### config.mk
export PLATFORM = sky130hd
export DESIGN_NAME = pcm_fifo_pwm_player_flat
export DESIGN_NICKNAME = d
export VERILOG_FILES = /design/src/pcmpp_pkg.sv /design/src/pcmpp_if.sv /design/src/pcmpp_fifo.sv /design/src/pcmpp_duty.sv /design/src/pcm_fifo_pwm_player.sv /design/src/flat_wrapper.sv
export SDC_FILE = /design/constraint.sdc
export NUM_CORES = 1
export LEC_CHECK = 0
export ABC_AREA = 1
export BUFFER_PORTS_ARGS = -buffer_cell sky130_fd_sc_hd__buf_2
export CAP_MARGIN = 0
export CORE_MARGIN = 2
export CORE_UTILIZATION = 67
export DETAILED_ROUTE_END_ITERATION = 10
export GPL_TIMING_DRIVEN = 0
export PLACE_DENSITY_LB_ADDON = 0.2
export SLEW_MARGIN = 20
export SYNTH_ARGS = -nofsm -noshare
export SYNTH_HDL_FRONTEND = slang
export SYNTH_SLANG_ARGS = --single-unit
### constraint.sdc
create_clock -name clk_i -period 10.4 [get_ports clk_i]
set_input_delay 0.52 -clock clk_i [delete_from_list [all_inputs] [get_ports clk_i]]
set_output_delay 0.52 -clock clk_i [all_outputs]
set_load 0.01 [all_outputs]
### src/pcmpp_pkg.sv
// Shared types, constants and helpers for the PCM FIFO PWM player.
package pcmpp_pkg;

  // Ring FIFO depth; holds FIFO_DEPTH-1 samples (one slot kept free).
  localparam int unsigned FIFO_DEPTH = 16;
  localparam int unsigned PTR_W      = (FIFO_DEPTH > 1) ? $clog2(FIFO_DEPTH) : 1;

  localparam int unsigned SAMPLE_W = 8;
  localparam int unsigned TICK_W   = 8;
  localparam int unsigned CFG_W    = 8;
  localparam int unsigned CFG_IDX_W = 1;

  // Interpolation: two SAMPLE_W x TICK_W products summed, then shifted.
  localparam int unsigned INTERP_SHIFT = 2;
  localparam int unsigned ACC_W        = SAMPLE_W + TICK_W + 1;

  typedef logic [SAMPLE_W-1:0] sample_t;
  typedef logic [TICK_W-1:0]   tick_t;
  typedef logic [PTR_W-1:0]    ptr_t;

  localparam sample_t SILENCE_LEVEL  = sample_t'(128);
  localparam sample_t DUTY_RESET     = sample_t'(8'hFF);
  localparam tick_t   TPS_RESET      = tick_t'(4);

  typedef enum logic [1:0] {
    OpPush  = 2'd0,
    OpTick  = 2'd1,
    OpStart = 2'd2,
    OpStop  = 2'd3
  } op_e;

  typedef enum logic [CFG_IDX_W-1:0] {
    CfgTicksPerSample = 1'b0,
    CfgHighResolution = 1'b1
  } cfg_idx_e;

  // Player -> FIFO control.
  typedef struct packed {
    logic    push;
    logic    pop;
    logic    clear;
    sample_t wdata;
  } fifo_ctrl_t;

  // FIFO -> player status.
  typedef struct packed {
    logic    empty;
    logic    full;
    sample_t rdata;
  } fifo_sts_t;

  // One result beat.
  typedef struct packed {
    sample_t duty;
    logic    duty_updated;
    logic    push_rejected;
    logic    underrun;
  } result_t;

  function automatic ptr_t ptr_next(ptr_t p);
    ptr_t n;
    n = (p == ptr_t'(FIFO_DEPTH - 1)) ? '0 : p + ptr_t'(1);
    return n;
  endfunction

endpackage

### src/pcmpp_if.sv
// Valid/ready channel interfaces for command beats and result beats.
interface pcmpp_in_if import pcmpp_pkg::*; ();
  logic    valid;
  logic    ready;
  op_e     operation;
  sample_t sample;

  modport source (output valid, output operation, output sample, input ready);
  modport sink   (input valid, input operation, input sample, output ready);
endinterface

interface pcmpp_out_if import pcmpp_pkg::*; ();
  logic    valid;
  logic    ready;
  sample_t duty;
  logic    duty_updated;
  logic    push_rejected;
  logic    underrun;

  modport source (output valid, output duty, output duty_updated, output push_rejected,
                  output underrun, input ready);
  modport sink   (input valid, input duty, input duty_updated, input push_rejected,
                  input underrun, output ready);
endinterface

### src/pcmpp_fifo.sv
// Sample ring FIFO: flop storage, write/read pointers, full/empty status.
module pcmpp_fifo import pcmpp_pkg::*; (
  input  logic       clk_i,
  input  logic       rst_ni,
  input  fifo_ctrl_t ctrl_i,
  output fifo_sts_t  sts_o
);

  sample_t store_q [FIFO_DEPTH];
  ptr_t    wr_ptr_q, wr_ptr_d;
  ptr_t    rd_ptr_q, rd_ptr_d;
  logic    full, empty, do_push;

  assign empty   = (wr_ptr_q == rd_ptr_q);
  assign full    = (ptr_next(wr_ptr_q) == rd_ptr_q);
  assign do_push = ctrl_i.push && !full;

  always_comb begin
    wr_ptr_d = wr_ptr_q;
    rd_ptr_d = rd_ptr_q;
    if (ctrl_i.clear) begin
      wr_ptr_d = '0;
      rd_ptr_d = '0;
    end else begin
      if (do_push) wr_ptr_d = ptr_next(wr_ptr_q);
      if (ctrl_i.pop && !empty) rd_ptr_d = ptr_next(rd_ptr_q);
    end
  end

  always_ff @(posedge clk_i or negedge rst_ni) begin
    if (!rst_ni) begin
      wr_ptr_q <= '0;
      rd_ptr_q <= '0;
    end else begin
      wr_ptr_q <= wr_ptr_d;
      rd_ptr_q <= rd_ptr_d;
    end
  end

  // no reset on storage: only written slots are ever read
  always_ff @(posedge clk_i) begin
    if (do_push && !ctrl_i.clear) store_q[wr_ptr_q] <= ctrl_i.wdata;
  end

  assign sts_o.empty = empty;
  assign sts_o.full  = full;
  assign sts_o.rdata = store_q[rd_ptr_q];

endmodule

### src/pcmpp_duty.sv
// Player state: divider, current sample, duty register, interpolation.
module pcmpp_duty import pcmpp_pkg::*; (
  input  logic       clk_i,
  input  logic       rst_ni,
  input  logic       exec_i,
  input  op_e        op_i,
  input  sample_t    sample_i,
  input  tick_t      tps_i,
  input  logic       hires_i,
  input  fifo_sts_t  fifo_sts_i,
  output fifo_ctrl_t fifo_ctrl_o,
  output result_t    result_o
);

  tick_t   tick_q, tick_d;
  sample_t cur_q, cur_d;
  sample_t duty_q, duty_d;
  logic    running_q, running_d;

  tick_t                        tick_inc, tick_rem;
  logic                         due;
  logic [SAMPLE_W+TICK_W-1:0]   prod_next, prod_cur;
  logic [ACC_W-1:0]             acc;
  logic [ACC_W-INTERP_SHIFT-1:0] acc_sh;
  sample_t                      interp;

  assign tick_inc = tick_q + tick_t'(1);
  assign due      = (tick_inc >= tps_i);
  // only used when !due, so tick_inc < tps and the difference is positive
  assign tick_rem = tps_i - tick_inc;

  assign prod_next = tick_inc * fifo_sts_i.rdata;
  assign prod_cur  = tick_rem * cur_q;
  assign acc       = ACC_W'(prod_next) + ACC_W'(prod_cur);
  assign acc_sh    = acc[ACC_W-1:INTERP_SHIFT];
  assign interp    = (|acc_sh[ACC_W-INTERP_SHIFT-1:SAMPLE_W]) ? DUTY_RESET
                                                              : acc_sh[SAMPLE_W-1:0];

  always_comb begin
    tick_d      = tick_q;
    cur_d       = cur_q;
    duty_d      = duty_q;
    running_d   = running_q;
    fifo_ctrl_o = '{push: 1'b0, pop: 1'b0, clear: 1'b0, wdata: sample_i};
    result_o    = '0;
    if (exec_i) begin
      unique case (op_i)
        OpPush: begin
          fifo_ctrl_o.push       = 1'b1;
          result_o.push_rejected = fifo_sts_i.full;
        end
        OpTick: begin
          if (running_q) begin
            if (due) begin
              tick_d = '0;
              if (!fifo_sts_i.empty) begin
                cur_d                 = fifo_sts_i.rdata;
                duty_d                = fifo_sts_i.rdata;
                fifo_ctrl_o.pop       = 1'b1;
                result_o.duty_updated = 1'b1;
              end else begin
                result_o.underrun = 1'b1;
              end
            end else begin
              tick_d = tick_inc;
              if (hires_i && !fifo_sts_i.empty) begin
                duty_d                = interp;
                result_o.duty_updated = 1'b1;
              end
            end
          end
        end
        OpStart: begin
          fifo_ctrl_o.clear = 1'b1;
          tick_d            = '0;
          cur_d             = SILENCE_LEVEL;
          running_d         = 1'b1;
        end
        OpStop: running_d = 1'b0;
      endcase
    end
    result_o.duty = duty_d;
  end

  always_ff @(posedge clk_i or negedge rst_ni) begin
    if (!rst_ni) begin
      tick_q    <= '0;
      cur_q     <= SILENCE_LEVEL;
      duty_q    <= DUTY_RESET;
      running_q <= 1'b0;
    end else begin
      tick_q    <= tick_d;
      cur_q     <= cur_d;
      duty_q    <= duty_d;
      running_q <= running_d;
    end
  end

endmodule

### src/pcm_fifo_pwm_player.sv
// Top level of the PCM FIFO PWM player: command register, player, result register.
//
//  channel   dir  handshake      payload
//  -------   ---  ---------      -------
//  cmd_in    in   valid/ready    operation[1:0], sample[7:0]
//  res_out   out  valid/ready    duty[7:0], duty_updated, push_rejected, underrun
//  cfg       in   cfg_we_i       cfg_idx_i (0 ticks_per_sample, 1 high_resolution),
//                                cfg_wdata_i[7:0]
//
// Every command beat yields exactly one result beat, registered first in the command
// register and then in the result register.
// Throughput is one beat per cycle while the result side is not stalled.
// Reset (rst_ni low, async) empties the FIFO, stops playback, duty 255, current 128,
// ticks_per_sample 4, high_resolution 0. A stalled result holds both registers; the
// command register still takes a beat while it is empty.
module pcm_fifo_pwm_player import pcmpp_pkg::*; (
  input  logic                 clk_i,
  input  logic                 rst_ni,
  pcmpp_in_if.sink             cmd_in,
  pcmpp_out_if.source          res_out,
  input  logic                 cfg_we_i,
  input  logic [CFG_IDX_W-1:0] cfg_idx_i,
  input  logic [CFG_W-1:0]     cfg_wdata_i
);

  // configuration registers
  tick_t tps_q;
  logic  hires_q;

  // command register
  logic    cmd_valid_q;
  op_e     cmd_op_q;
  sample_t cmd_sample_q;

  // result register
  logic    res_valid_q;
  result_t res_q;

  logic       advance, cmd_accept;
  fifo_ctrl_t fifo_ctrl;
  fifo_sts_t  fifo_sts;
  result_t    result;

  // command moves into the player when the result slot is free or being drained
  assign advance    = cmd_valid_q && (!res_valid_q || res_out.ready);
  assign cmd_in.ready = !cmd_valid_q || advance;
  assign cmd_accept = cmd_in.valid && cmd_in.ready;

  always_ff @(posedge clk_i or negedge rst_ni) begin
    if (!rst_ni) begin
      tps_q   <= TPS_RESET;
      hires_q <= 1'b0;
    end else if (cfg_we_i) begin
      unique case (cfg_idx_e'(cfg_idx_i))
        CfgTicksPerSample: tps_q   <= cfg_wdata_i[TICK_W-1:0];
        CfgHighResolution: hires_q <= cfg_wdata_i[0];
      endcase
    end
  end

  always_ff @(posedge clk_i or negedge rst_ni) begin
    if (!rst_ni) begin
      cmd_valid_q <= 1'b0;
      res_valid_q <= 1'b0;
    end else begin
      if (cmd_accept) cmd_valid_q <= 1'b1;
      else if (advance) cmd_valid_q <= 1'b0;
      if (advance) res_valid_q <= 1'b1;
      else if (res_out.ready) res_valid_q <= 1'b0;
    end
  end

  // payload registers, no reset
  always_ff @(posedge clk_i) begin
    if (cmd_accept) begin
      cmd_op_q     <= cmd_in.operation;
      cmd_sample_q <= cmd_in.sample;
    end
    if (advance) res_q <= result;
  end

  pcmpp_duty u_duty (
    .clk_i       (clk_i),
    .rst_ni      (rst_ni),
    .exec_i      (advance),
    .op_i        (cmd_op_q),
    .sample_i    (cmd_sample_q),
    .tps_i       (tps_q),
    .hires_i     (hires_q),
    .fifo_sts_i  (fifo_sts),
    .fifo_ctrl_o (fifo_ctrl),
    .result_o    (result)
  );

  pcmpp_fifo u_fifo (
    .clk_i  (clk_i),
    .rst_ni (rst_ni),
    .ctrl_i (fifo_ctrl),
    .sts_o  (fifo_sts)
  );

  assign res_out.valid         = res_valid_q;
  assign res_out.duty          = res_q.duty;
  assign res_out.duty_updated  = res_q.duty_updated;
  assign res_out.push_rejected = res_q.push_rejected;
  assign res_out.underrun      = res_q.underrun;

`ifndef SYNTHESIS
  a_flags_exclusive: assert property (@(posedge clk_i) disable iff (!rst_ni)
    res_valid_q |-> $countones({res_q.duty_updated, res_q.push_rejected, res_q.underrun}) <= 1)
    else $error("more than one result flag set");

  a_start_empties: assert property (@(posedge clk_i) disable iff (!rst_ni)
    (advance && cmd_op_q == OpStart) |=> fifo_sts.empty)
    else $error("FIFO not empty after start");

  a_push_fills: assert property (@(posedge clk_i) disable iff (!rst_ni)
    (advance && cmd_op_q == OpPush && !fifo_sts.full) |=> !fifo_sts.empty)
    else $error("accepted push left FIFO empty");

  a_result_loaded: assert property (@(posedge clk_i) disable iff (!rst_ni)
    advance |=> res_valid_q)
    else $error("executed command produced no result beat");
`endif

endmodule
### src/flat_wrapper.sv
// flat-port wrapper written by rule: the top's interface ports become plain ports
module pcm_fifo_pwm_player_flat import pcmpp_pkg::*;
  (clk_i, rst_ni, cfg_we_i, cfg_idx_i, cfg_wdata_i, cmd_in_valid, cmd_in_operation, cmd_in_sample, cmd_in_ready, res_out_valid, res_out_duty, res_out_duty_updated, res_out_push_rejected, res_out_underrun, res_out_ready);
  pcmpp_in_if cmd_in_i ();
  pcmpp_out_if res_out_i ();
  input  logic clk_i;
  input  logic rst_ni;
  input  logic cfg_we_i;
  input  logic [CFG_IDX_W-1:0] cfg_idx_i;
  input  logic [CFG_W-1:0] cfg_wdata_i;
  input wire logic [$bits(cmd_in_i.valid)-1:0] cmd_in_valid;
  input wire logic [$bits(cmd_in_i.operation)-1:0] cmd_in_operation;
  input wire logic [$bits(cmd_in_i.sample)-1:0] cmd_in_sample;
  output wire logic [$bits(cmd_in_i.ready)-1:0] cmd_in_ready;
  output wire logic [$bits(res_out_i.valid)-1:0] res_out_valid;
  output wire logic [$bits(res_out_i.duty)-1:0] res_out_duty;
  output wire logic [$bits(res_out_i.duty_updated)-1:0] res_out_duty_updated;
  output wire logic [$bits(res_out_i.push_rejected)-1:0] res_out_push_rejected;
  output wire logic [$bits(res_out_i.underrun)-1:0] res_out_underrun;
  input wire logic [$bits(res_out_i.ready)-1:0] res_out_ready;
  assign cmd_in_i.valid = cmd_in_valid;
  assign cmd_in_i.operation = cmd_in_operation;
  assign cmd_in_i.sample = cmd_in_sample;
  assign cmd_in_ready = cmd_in_i.ready;
  assign res_out_valid = res_out_i.valid;
  assign res_out_duty = res_out_i.duty;
  assign res_out_duty_updated = res_out_i.duty_updated;
  assign res_out_push_rejected = res_out_i.push_rejected;
  assign res_out_underrun = res_out_i.underrun;
  assign res_out_i.ready = res_out_ready;
  pcm_fifo_pwm_player u_core (.clk_i(clk_i), .rst_ni(rst_ni), .cmd_in(cmd_in_i), .res_out(res_out_i), .cfg_we_i(cfg_we_i), .cfg_idx_i(cfg_idx_i), .cfg_wdata_i(cfg_wdata_i));
endmodule
==> results of run 1 <==
[worst max-delay path: cells and delay by family (launching register included)]
kind / cells / cell delay (ps)
compound gates: 3 / 650
xor+xnor: 2 / 750
fa+ha+maj: 9 / 4000
buf+inv: 4 / 470
flops: 1 / 430
simple gates: 15 / 1840
[cell families (layout without fill, tap and decap cells)]
| group | count (synthesis) | count (layout) | share of synthesized area |
|---|---|---|---|
| muxes | 6 | 6 | 0.00512 |
| DFF | 193 | 193 | 0.424 |
| adders and majority gates | 174 | 174 | 0.221 |
| and+or+nand+nor | 571 | 571 | 0.179 |
| AOI/OAI and AO/OA | 163 | 163 | 0.0701 |
| xor gates and xnor gates | 19 | 19 | 0.0160 |
| buffers and inverters | 282 | 350 | 0.0854 |
[synth_stat cells, drive strengths merged, types with 19 or more instances]
library cell	instances	share of area
a21oi	33	0.013
buf	19	0.010
dfrtp	34	0.064
edfxtp	149	0.34
fa	98	0.15
ha	76	0.072
inv	249	0.071
nand2	259	0.079
nand3	47	0.020
nor2	245	0.071
o21ai	100	0.041
[worst paths after layout]
check	slack, ps	end	depth (start not counted)
max in group asynchronous	9900	u_core.res_out.valid$_DFFE_PN0P_	1
hold reg to reg	490	u_core.tps_q[0]$_DFFE_PN0P_	2
setup / recovery	1990	u_core.res_out.duty[4]$_DFFE_PP_	33
hold / removal	90	u_core.u_duty.tick_q[6]$_DFFE_PN0P_	1
min in group clk_i	250	u_core.cmd_sample_q[4]$_DFFE_PP_	1
setup reg to reg	1990	u_core.res_out.duty[4]$_DFFE_PP_	33
[routing by layer]
layer | global-route usage | part of all wire | vias to the layer above
li1 | - | - | 4582
met1 | 0.379 | 0.39 | 4662
met2 | 0.528 | 0.50 | 376
met3 | 0.0447 | 0.067 | 104
met4 | 0.155 | 0.046 | 0
met5 | 0 | 0 | -
[stage by stage]
stage          utilization  cells
2_1_floorplan            -   1408
3_3_place_gp         0.706   1709
3_5_place_dp         0.707   1709
4_1_cts              0.740   1741
5_1_grt              0.740   1741
6_report             0.740   1741
[flip-flops by register name (all words and copies together), names as in the netlist, 2 cells and up]
name                    cells
u_core.res_out.duty         8
u_core.u_duty.duty_q        8
u_core.cmd_sample_q         8
u_core.u_duty.cur_q         8
u_core.tps_q                8
u_core.u_fifo.store_q     128
u_core.u_duty.tick_q        8
u_core.cmd_op_q             2
u_core.u_fifo.rd_ptr_q      4
u_core.u_fifo.wr_ptr_q      4
[cell type report]
| type | instances | area [sq um] | area share |
|---|---|---|---|
| sequential | 193 | 5590 | 0.389 |
| timing repair buffer | 36 | 183 | 0.0127 |
| clock buffer | 17 | 425 | 0.0296 |
| clock inverter | 15 | 215 | 0.0150 |
| inverter | 252 | 950 | 0.0661 |
| buffer | 30 | 176 | 0.0123 |
| multi-input combinational | 933 | 6490 | 0.452 |
| tap | 265 | 332 | 0.0231 |
[where the power goes]
group          switching, W  internal (W)  total, W
clock              0.000311      0.000371  0.000683
sequential        0.0000692      0.000925  0.000994
combinational       0.00189       0.00103   0.00292
total               0.00227       0.00233   0.00460
==> impl_results.md, run 1 <==
- Final Hold Violating Endpoints: 0
- Mapped cell area: approximately 0.013 sq mm
- DR pass1 iterations: 6
- P_leak: 6.50 nW
- Placement Cell Area: about 0.014 sq mm
- Warnings from Yosys: 0
- Critical Path End Type: flip-flop
- Netlist cell types: 48
- DR vias/cell: approximately 5.6
- Clk_lat worst skew: between 400 and 500 ps
- Routability cong.: between 0.9 and 1
- Vias in the first global route: just under 10000
- Initial antenna violation count: 0
- Die W: 144 um
- IO Count: 37
- Tot Pwr: about 0.0046 W
- Cell area power density: around 320 mW/mm^2
- Crit-path most repeated cell: nand2_1
- Final period util: 0.809
- Tmin final: 8410 ps
- Fillers: 1401
- Slew Limit Headroom: 0.361
- Crit Path Category: reg2reg
- Max Clk Rate: approximately 120 MHz
- GR Overflow Total: 0
- Post-Syn Nets: ~1600
- Top_reg_cell synth: edfxtp_1
- Worst vdd ir: roughly 0.24 mV
- Final setup vio count: 0
- # rows: 51
- PortBufs: 36
- Remaining antenna violation count: 0
- Most frequent cells in the layout: nand2_1 (245), inv_1 (244), nor2_1 (243), edfxtp_1 (149), fa_1 (98)
- Tot GR Track Use: 0.307
- CP Launch Type: flip-flop
- Design Area, Final: between 0.01 and 0.015 sq mm
- Share of layout cells above drive strength 1: 0.101
- EDFF count, synth: ~150
- CTS Buf Count: 17
- Htree depth: 4
- Seq/Total Area, Yosys: 0.424
- Crit path DAT: 8600 ps
- Drt drc: 0
- Clock skew: around 8.7 ps
- DP Worst Slack: around 2100 ps
- Clk slew on worst S/H paths: about 80 ps
- Unrepaired setup endpoints after global routing: false
- Mapped Cells: between 1000 and 1500
- HPWL after DPL: 22.6 mm
- Worst Path Max Fanout: 8
- Post-CTS Setup Inserts: 0
- Initial Util: 0.680
- Fin Setup TNS: 0 ps
- Avg Cell Area, Syn: ~9.4 sq um
- Clock root cell: clkbuf_16
- Core Footprint: about 0.019 sq mm
- Global-route wire length before repair: between 40 and 50 mm
- Post-CTS Hold Buffers: 0
- Final slew viol count: 0
- Ant diodes: 0
- Synthesis-to-finish area growth: 8.87%
- Final WL: ~30 mm
- Worst reg2reg path startpoint: u_core.u_duty.tick_q[1]$_DFFE_PN0P_
- Outcome: complete, no violations
- Crit-path slowest cell: xor2_1
- Setup ws final: just under 2000 ps
- Yosys reg bits: between 150 and 200
- Worst EP required: 10590 ps
- Iter 0 DRT Violations: 863
- Asr flop ratio synth: 0.228
- Hold WS: about 88 ps
- Worst slew pin tran: roughly 950 ps
- CTS Buffer Depth: 2
- Largest net degree at the start of global routing: 45
- Hold WC Path Type: in2async
- Die Ht: between 100 and 150 um
- Crit. Startpoint: u_core.u_duty.tick_q[1]$_DFFE_PN0P_
- CTS tree: built
- Max_cap viols: 0
- DIE AREA: ~0.021 sq mm
- Vias: around 10000
- Clock sinks: approximately 190
- Resize count post-CTS: 0
- Drt wl/cell: about 17 um
- Worst stage delay on the critical path: between 500 and 600 ps
- Nets: between 1500 and 2000
- Commonest non-fill, non-tap cell in the layout: nand2_1
No activity file was read; power rests on OpenSTA's default activity.
==> inputs of run 2 (changes only) <==
CORE_UTILIZATION = 58   (was 67)
clock period = 7.4 ns   (was 10.4 ns; I/O delays follow)
==> impl_results.md, run 2 (synthesized netlist as in run 1, its figures left out) <==
- Worst Path Max Fanout: 8 (unchanged)
- Vias in the first global route: 10100 (was 9769)
- Cell area power density: 482 mW/mm^2 (was 320 mW/mm^2)
- Largest net degree at the start of global routing: 45 (unchanged)
- CTS Buffer Depth: 2 (unchanged)
- Crit path DAT: 7280 ps (was 8600 ps)
- CP Launch Type: flip-flop (unchanged)
- Crit-path most repeated cell: nand2_1 (unchanged)
- Fin cells: 1781 (was 1741)
- CTS Buf Count: 17 (unchanged)
- Drt wl/cell: 17.9 um (was 17.1 um)
- Initial antenna violation count: 0 (unchanged)
- Global-route wire length before repair: 51.0 mm (was 48.0 mm)
- Crit Path Category: reg2reg (unchanged)
- Clock sinks: 193 (unchanged)
- Final WL: 31.9 mm (was 29.8 mm)
- Clock skew: 24.5 ps (was 8.69 ps)
- Iter 0 DRT Violations: 750 (was 863)
- Initial Util: 0.586 (was 0.680)
- Worst stage delay on the critical path: 600 ps (was 580 ps)
- DR pass1 iterations: 7 (was 6)
- Worst EP required: 7590 ps (was 10590 ps)
- Footprint of the multi-input gates: 0.00692 sq mm (was 0.00649 sq mm)
- Vias: 9730 (was 9724)
- Remaining antenna violation count: 0 (unchanged)
- CTS tree: built (unchanged)
- Ant diodes: 0 (unchanged)
- Drt drc: 0 (unchanged)
- Final period util: 0.958 (was 0.809)
- Fillers: 1791 (was 1401)
- Tmin final: 7090 ps (was 8410 ps)
- IO Count: 37 (unchanged)
- Core Footprint: 0.0225 sq mm (was 0.0194 sq mm)
- Synthesis-to-finish area growth: 13.6% (was 8.87%)
- Hold WC Path Type: in2reg (was in2async)
- P_leak: 6.61 nW (was 6.50 nW)
- Commonest non-fill, non-tap cell in the layout: inv_1 (was nand2_1)
- Clock root cell: clkbuf_16 (unchanged)
- Share of layout cells above drive strength 1: 0.163 (was 0.101)
- Clk slew on worst S/H paths: 80 ps (about the same)
- Slew Limit Headroom: 0.426 (was 0.361)
- Final setup vio count: 0 (unchanged)
- HPWL after DPL: 23.5 mm (was 22.6 mm)
- PortBufs: 36 (unchanged)
- Clk_lat worst skew: 450 ps (was 440 ps)
- Worst vdd ir: 0.450 mV (was 0.236 mV)
- Routability cong.: 0.905 (was 0.963)
- # rows: 55 (was 51)
- Final Hold Violating Endpoints: 0 (unchanged)
- Nets: 1681 (was 1661)
- DR vias/cell: 5.46 (was 5.59)
- DIE AREA: 0.0240 sq mm (was 0.0208 sq mm)
- Biggest register: u_core.u_fifo.store_q (unchanged)
- Max reg flops: 128 (unchanged)
- Hold WS: 102 ps (was 88.4 ps)
- Max_cap viols: 0 (unchanged)
- Outcome: complete, no violations (unchanged)
- Crit-path slowest cell: fa_2 (was xor2_1)
- Worst slew pin tran: 858 ps (was 955 ps)
- Htree depth: 4 (unchanged)
- GR Overflow Total: 0 (unchanged)
- Tot GR Track Use: 0.277 (was 0.307)
- Die Ht: 155 um (was 144 um)
- Fin Setup TNS: 0 ps (unchanged)
- Placed insts: 1729 (was 1709)
- Final slew viol count: 0 (unchanged)
- FF/Latch Area: 0.00559 sq mm (about the same)
- Max Clk Rate: 141 MHz (was 119 MHz)
- Die W: 155 um (was 144 um)
- Critical Path End Type: flip-flop (unchanged)
- Most frequent cells in the layout: inv_1 (237), nor2_1 (234), nand2_1 (230), edfxtp_1 (149), fa_1 (95) (was nand2_1 (245), inv_1 (244), nor2_1 (243), edfxtp_1 (149), fa_1 (98))
## run 2: worst max-delay path: cells and delay by family, from the launching register on
| kind | cells | cell delay, ps |
|---|---|---|
| xor+xnor | 2 | 360 |
| compound gates | 2 | 260 |
| fa+ha+maj | 9 | 4020 |
| flops | 1 | 450 |
| buf+inv | 5 | 400 |
| simple gates | 17 | 1350 |
## run 2: power breakdown
group          internal, W  switching [W]
registers          0.00130       0.000101
clock network     0.000469       0.000487
logic              0.00189        0.00297
## run 2: final timing paths
path                                                     startpoint                             endpoint  slack, ps  cells past startpoint
worst max register to register  u_core.u_duty.tick_q[1]$_DFFE_PN0P_     u_core.res_out.duty[4]$_DFFE_PP_        310                     35
worst min-delay path                               cmd_in_sample[4]     u_core.cmd_sample_q[4]$_DFFE_PP_        100                      1
max in group asynchronous                                    rst_ni  u_core.u_duty.tick_q[1]$_DFFE_PN0P_       6420                      2
worst max-delay path            u_core.u_duty.tick_q[1]$_DFFE_PN0P_     u_core.res_out.duty[4]$_DFFE_PP_        310                     35
worst min register to register          u_core.tps_q[0]$_DFFE_PN0P_          u_core.tps_q[0]$_DFFE_PN0P_        520                      2
min in group asynchronous                                    rst_ni       u_core.cmd_valid_q$_DFFE_PN0P_        480                      2
## run 2: cell type report
cell class,instances,share of cell area
Tap cell,285,0.0238
Clock buffer,17,0.0284
Inverter,252,0.0641
Buffer,30,0.0119
Timing Repair Buffer,56,0.0241
Sequential cell,193,0.373
Multi-Input combinational cell,933,0.462
Clock inverter,15,0.0129
## run 2: metal layers
layer / track usage / part of all wire
met1: 0.348 / 0.41
met2: 0.498 / 0.52
met3: 0.0308 / 0.046
met4: 0.100 / 0.030
met5: 0 / 0
## run 2: through the flow
step           area, sq um   util  setup WS, ps  power (W)
2_1_floorplan        13200      -           511    0.00435
3_3_place_gp         13700  0.610          -831    0.00543
3_5_place_dp         13700  0.611          -881    0.00547
4_1_cts              14500  0.646          15.4    0.00654
5_1_grt              15000  0.666         -91.9    0.00782
6_report             15000  0.666           308    0.00722
## run 2: timing repair
action,in CTS,in global routing
endpoints found under the setup margin,16,16
endpoints found under the hold margin,34,0
hold buffers,1,0
gates resized for setup,22,71
pin swaps,4,24
setup buffers,4,15
==> inputs of run 3 (changes only) <==
CORE_ASPECT_RATIO = 2   (was default)
==> impl_results.md, run 3 (synthesized netlist as in run 1, its figures left out) <==
- PortBufs: 36 (unchanged)
- Ant diodes: 0 (unchanged)
- Crit Path Category: reg2reg (unchanged)
- Max_cap viols: 0 (unchanged)
- Core Footprint: 0.0225 sq mm (about the same)
- Remaining antenna violation count: 0 (unchanged)
- Clock root cell: clkbuf_16 (unchanged)
- CP bufs+invs: 7 (was 5)
- Drt drc: 0 (unchanged)
- CP Launch Type: flip-flop (unchanged)
- Max Clk Rate: 139 MHz (was 141 MHz)
- CTS tree: built (unchanged)
- Die W: 111 um (was 155 um)
- Clock sinks: 193 (unchanged)
- Drt wl/cell: 19.2 um (was 17.9 um)
- DIE AREA: 0.0240 sq mm (about the same)
- Worst vdd ir: 0.822 mV (was 0.450 mV)
- Placement Cell Area: 0.0137 sq mm (about the same)
- DR pass1 iterations: 5 (was 7)
- Final Hold Violating Endpoints: 0 (unchanged)
- # rows: 78 (was 55)
- Global-route wire length before repair: 52.0 mm (was 51.0 mm)
- Initial Util: 0.585 (was 0.586)
- Synthesis-to-finish area growth: 13.8% (was 13.6%)
- Fillers: 1821 (was 1791)
- Die Ht: 217 um (was 155 um)
- Clock power share: 0.123 (was 0.133)
- Worst EP required: 7590 ps (about the same)
- Final setup vio count: 0 (unchanged)
- Worst Path Max Fanout: 8 (unchanged)
- Final WL: 34.2 mm (was 31.9 mm)
- Initial antenna violation count: 0 (unchanged)
- IO Count: 37 (unchanged)
- Outcome: complete, no violations (unchanged)
- Vias: 9785 (was 9730)
- FF/Latch Area: 0.00559 sq mm (about the same)
- Fin Setup TNS: 0 ps (unchanged)
- Flop pwr share: 0.192 (was 0.194)
- Largest net degree at the start of global routing: 45 (unchanged)
- Cell area power density: 488 mW/mm^2 (was 482 mW/mm^2)
- DR vias/cell: 5.48 (was 5.46)
- Tot GR Track Use: 0.288 (was 0.277)
- Share of layout cells above drive strength 1: 0.164 (was 0.163)
- Unrepaired setup endpoints after global routing: true
- Clock skew: 11.0 ps (was 24.5 ps)
- Tmin final: 7220 ps (was 7090 ps)
- Slew Limit Headroom: 0.416 (was 0.426)
- Delay-heaviest family, CP: adder cells (unchanged)
- Iter 0 DRT Violations: 490 (was 750)
- CTS Buf Count: 17 (unchanged)
- Crit-path slowest cell: fa_1 (was fa_2)
- P_leak: 6.66 nW (was 6.61 nW)
- Biggest register: u_core.u_fifo.store_q (unchanged)
- DP Worst Slack: -932 ps (was -881 ps)
- Htree depth: 4 (unchanged)
- HPWL after DPL: 27.0 mm (was 23.5 mm)
- Combinational share of power: 0.685 (was 0.673)
- Footprint of the multi-input gates: 0.00692 sq mm (about the same)
- CTS Buffer Depth: 2 (unchanged)
- GR Overflow Total: 0 (unchanged)
- Clk_lat worst skew: 440 ps (was 450 ps)
- Commonest non-fill, non-tap cell in the layout: inv_1 (unchanged)
- Routability cong.: 0.949 (was 0.905)
- Setup ws final: 183 ps (was 308 ps)
- Most frequent cells in the layout: inv_1 (240), nor2_1 (236), nand2_1 (223), edfxtp_1 (149), fa_1 (97) (was inv_1 (237), nor2_1 (234), nand2_1 (230), edfxtp_1 (149), fa_1 (95))
- Final slew viol count: 0 (unchanged)
- Vias in the first global route: 10200 (was 10100)
- Design Area, Final: 0.0150 sq mm (about the same)
- Switching pwr: 0.00360 W (was 0.00356 W)
- Worst slew pin tran: 873 ps (was 858 ps)
- Max reg flops: 128 (unchanged)
- P_int: 0.00372 W (was 0.00366 W)
- Nets: 1689 (was 1681)
- Hold WS: 103 ps (was 102 ps)
- Final period util: 0.975 (was 0.958)
- Crit path DAT: 7400 ps (was 7280 ps)
- Hold WC Path Type: in2reg (unchanged)
- Worst stage delay on the critical path: 560 ps (was 600 ps)
- Switching share of power: 0.492 (was 0.493)
- Critical Path End Type: flip-flop (unchanged)
- Clk slew on worst S/H paths: 70 ps (was 80 ps)
[run 3: cell types whose count changed in the layout (fill, tap and decap cells not counted), sizes merged]
cell | previous run | this run
buf | 74 | 79
clkbuf | 28 | 38
clkinv | 6 | 8
clkinvlp | 3 | 2
inv | 258 | 250
[run 3: cell type report]
class | count | share of cell area
timing repair buffer | 64 | 0.0274
clock inverter | 8 | 0.00417
sequential | 193 | 0.373
tap | 280 | 0.0233
multi-input combinational | 933 | 0.461
inverter | 252 | 0.0638
clock buffer | 24 | 0.0350
buffer | 30 | 0.0124
[run 3: power groups by stage]
stage / logic [W] / registers [W] / clock network, W
CTS: 0.00426 / 0.00140 / 0.000907
finish: 0.00502 / 0.00141 / 0.000898
detailed placement: 0.00418 / 0.00142 / 0
global placement: 0.00410 / 0.00142 / 0
floorplan: 0.00296 / 0.00139 / 0
global route: 0.00555 / 0.00142 / 0.000943
[run 3: per-stage QoR]
| step | instances | util | total power (W) |
|---|---|---|---|
| after floorplan | 1408 | - | 0.00435 |
| after global placement | 1724 | 0.609 | 0.00552 |
| after detailed placement | 1724 | 0.609 | 0.00560 |
| after CTS | 1763 | 0.645 | 0.00657 |
| after global routing | 1784 | 0.666 | 0.00791 |
| final | 1784 | 0.666 | 0.00732 |
[run 3: timing repair]
item / in CTS / in global routing
pin swaps: 6 / 19
gates cloned: 0 / 0
setup endpoints to repair: 16 / 16
endpoints found under the hold margin: 0 / 32
hold buffers: 0 / 1
buffers inserted: 7 / 20
resized for setup: 34 / 64
[run 3: layer usage]
layer | GRT usage | share of wire | up-vias
met2 | 0.572 | 0.57 | 282
met5 | 0 | 0 | -
met4 | 0.246 | 0.091 | 0
li1 | - | - | 4633
met1 | 0.242 | 0.31 | 4726
met3 | 0.0356 | 0.027 | 144
[run 3: final timing paths]
kind,slack [ps],endpoint,depth (start not counted),from
setup / recovery,180,u_core.res_out.duty[4]$_DFFE_PP_,35,u_core.u_duty.tick_q[1]$_DFFE_PN0P_
hold / removal,100,u_core.cmd_op_q[1]$_DFFE_PP_,1,cmd_in_operation[1]
setup reg to reg,180,u_core.res_out.duty[4]$_DFFE_PP_,35,u_core.u_duty.tick_q[1]$_DFFE_PN0P_
hold reg to reg,510,u_core.u_duty.running_q$_DFFE_PN0P_,2,u_core.u_duty.running_q$_DFFE_PN0P_
max in group asynchronous,6460,u_core.u_duty.tick_q[1]$_DFFE_PN0P_,2,rst_ni
min in group asynchronous,480,u_core.tps_q[7]$_DFFE_PN0P_,2,rst_ni
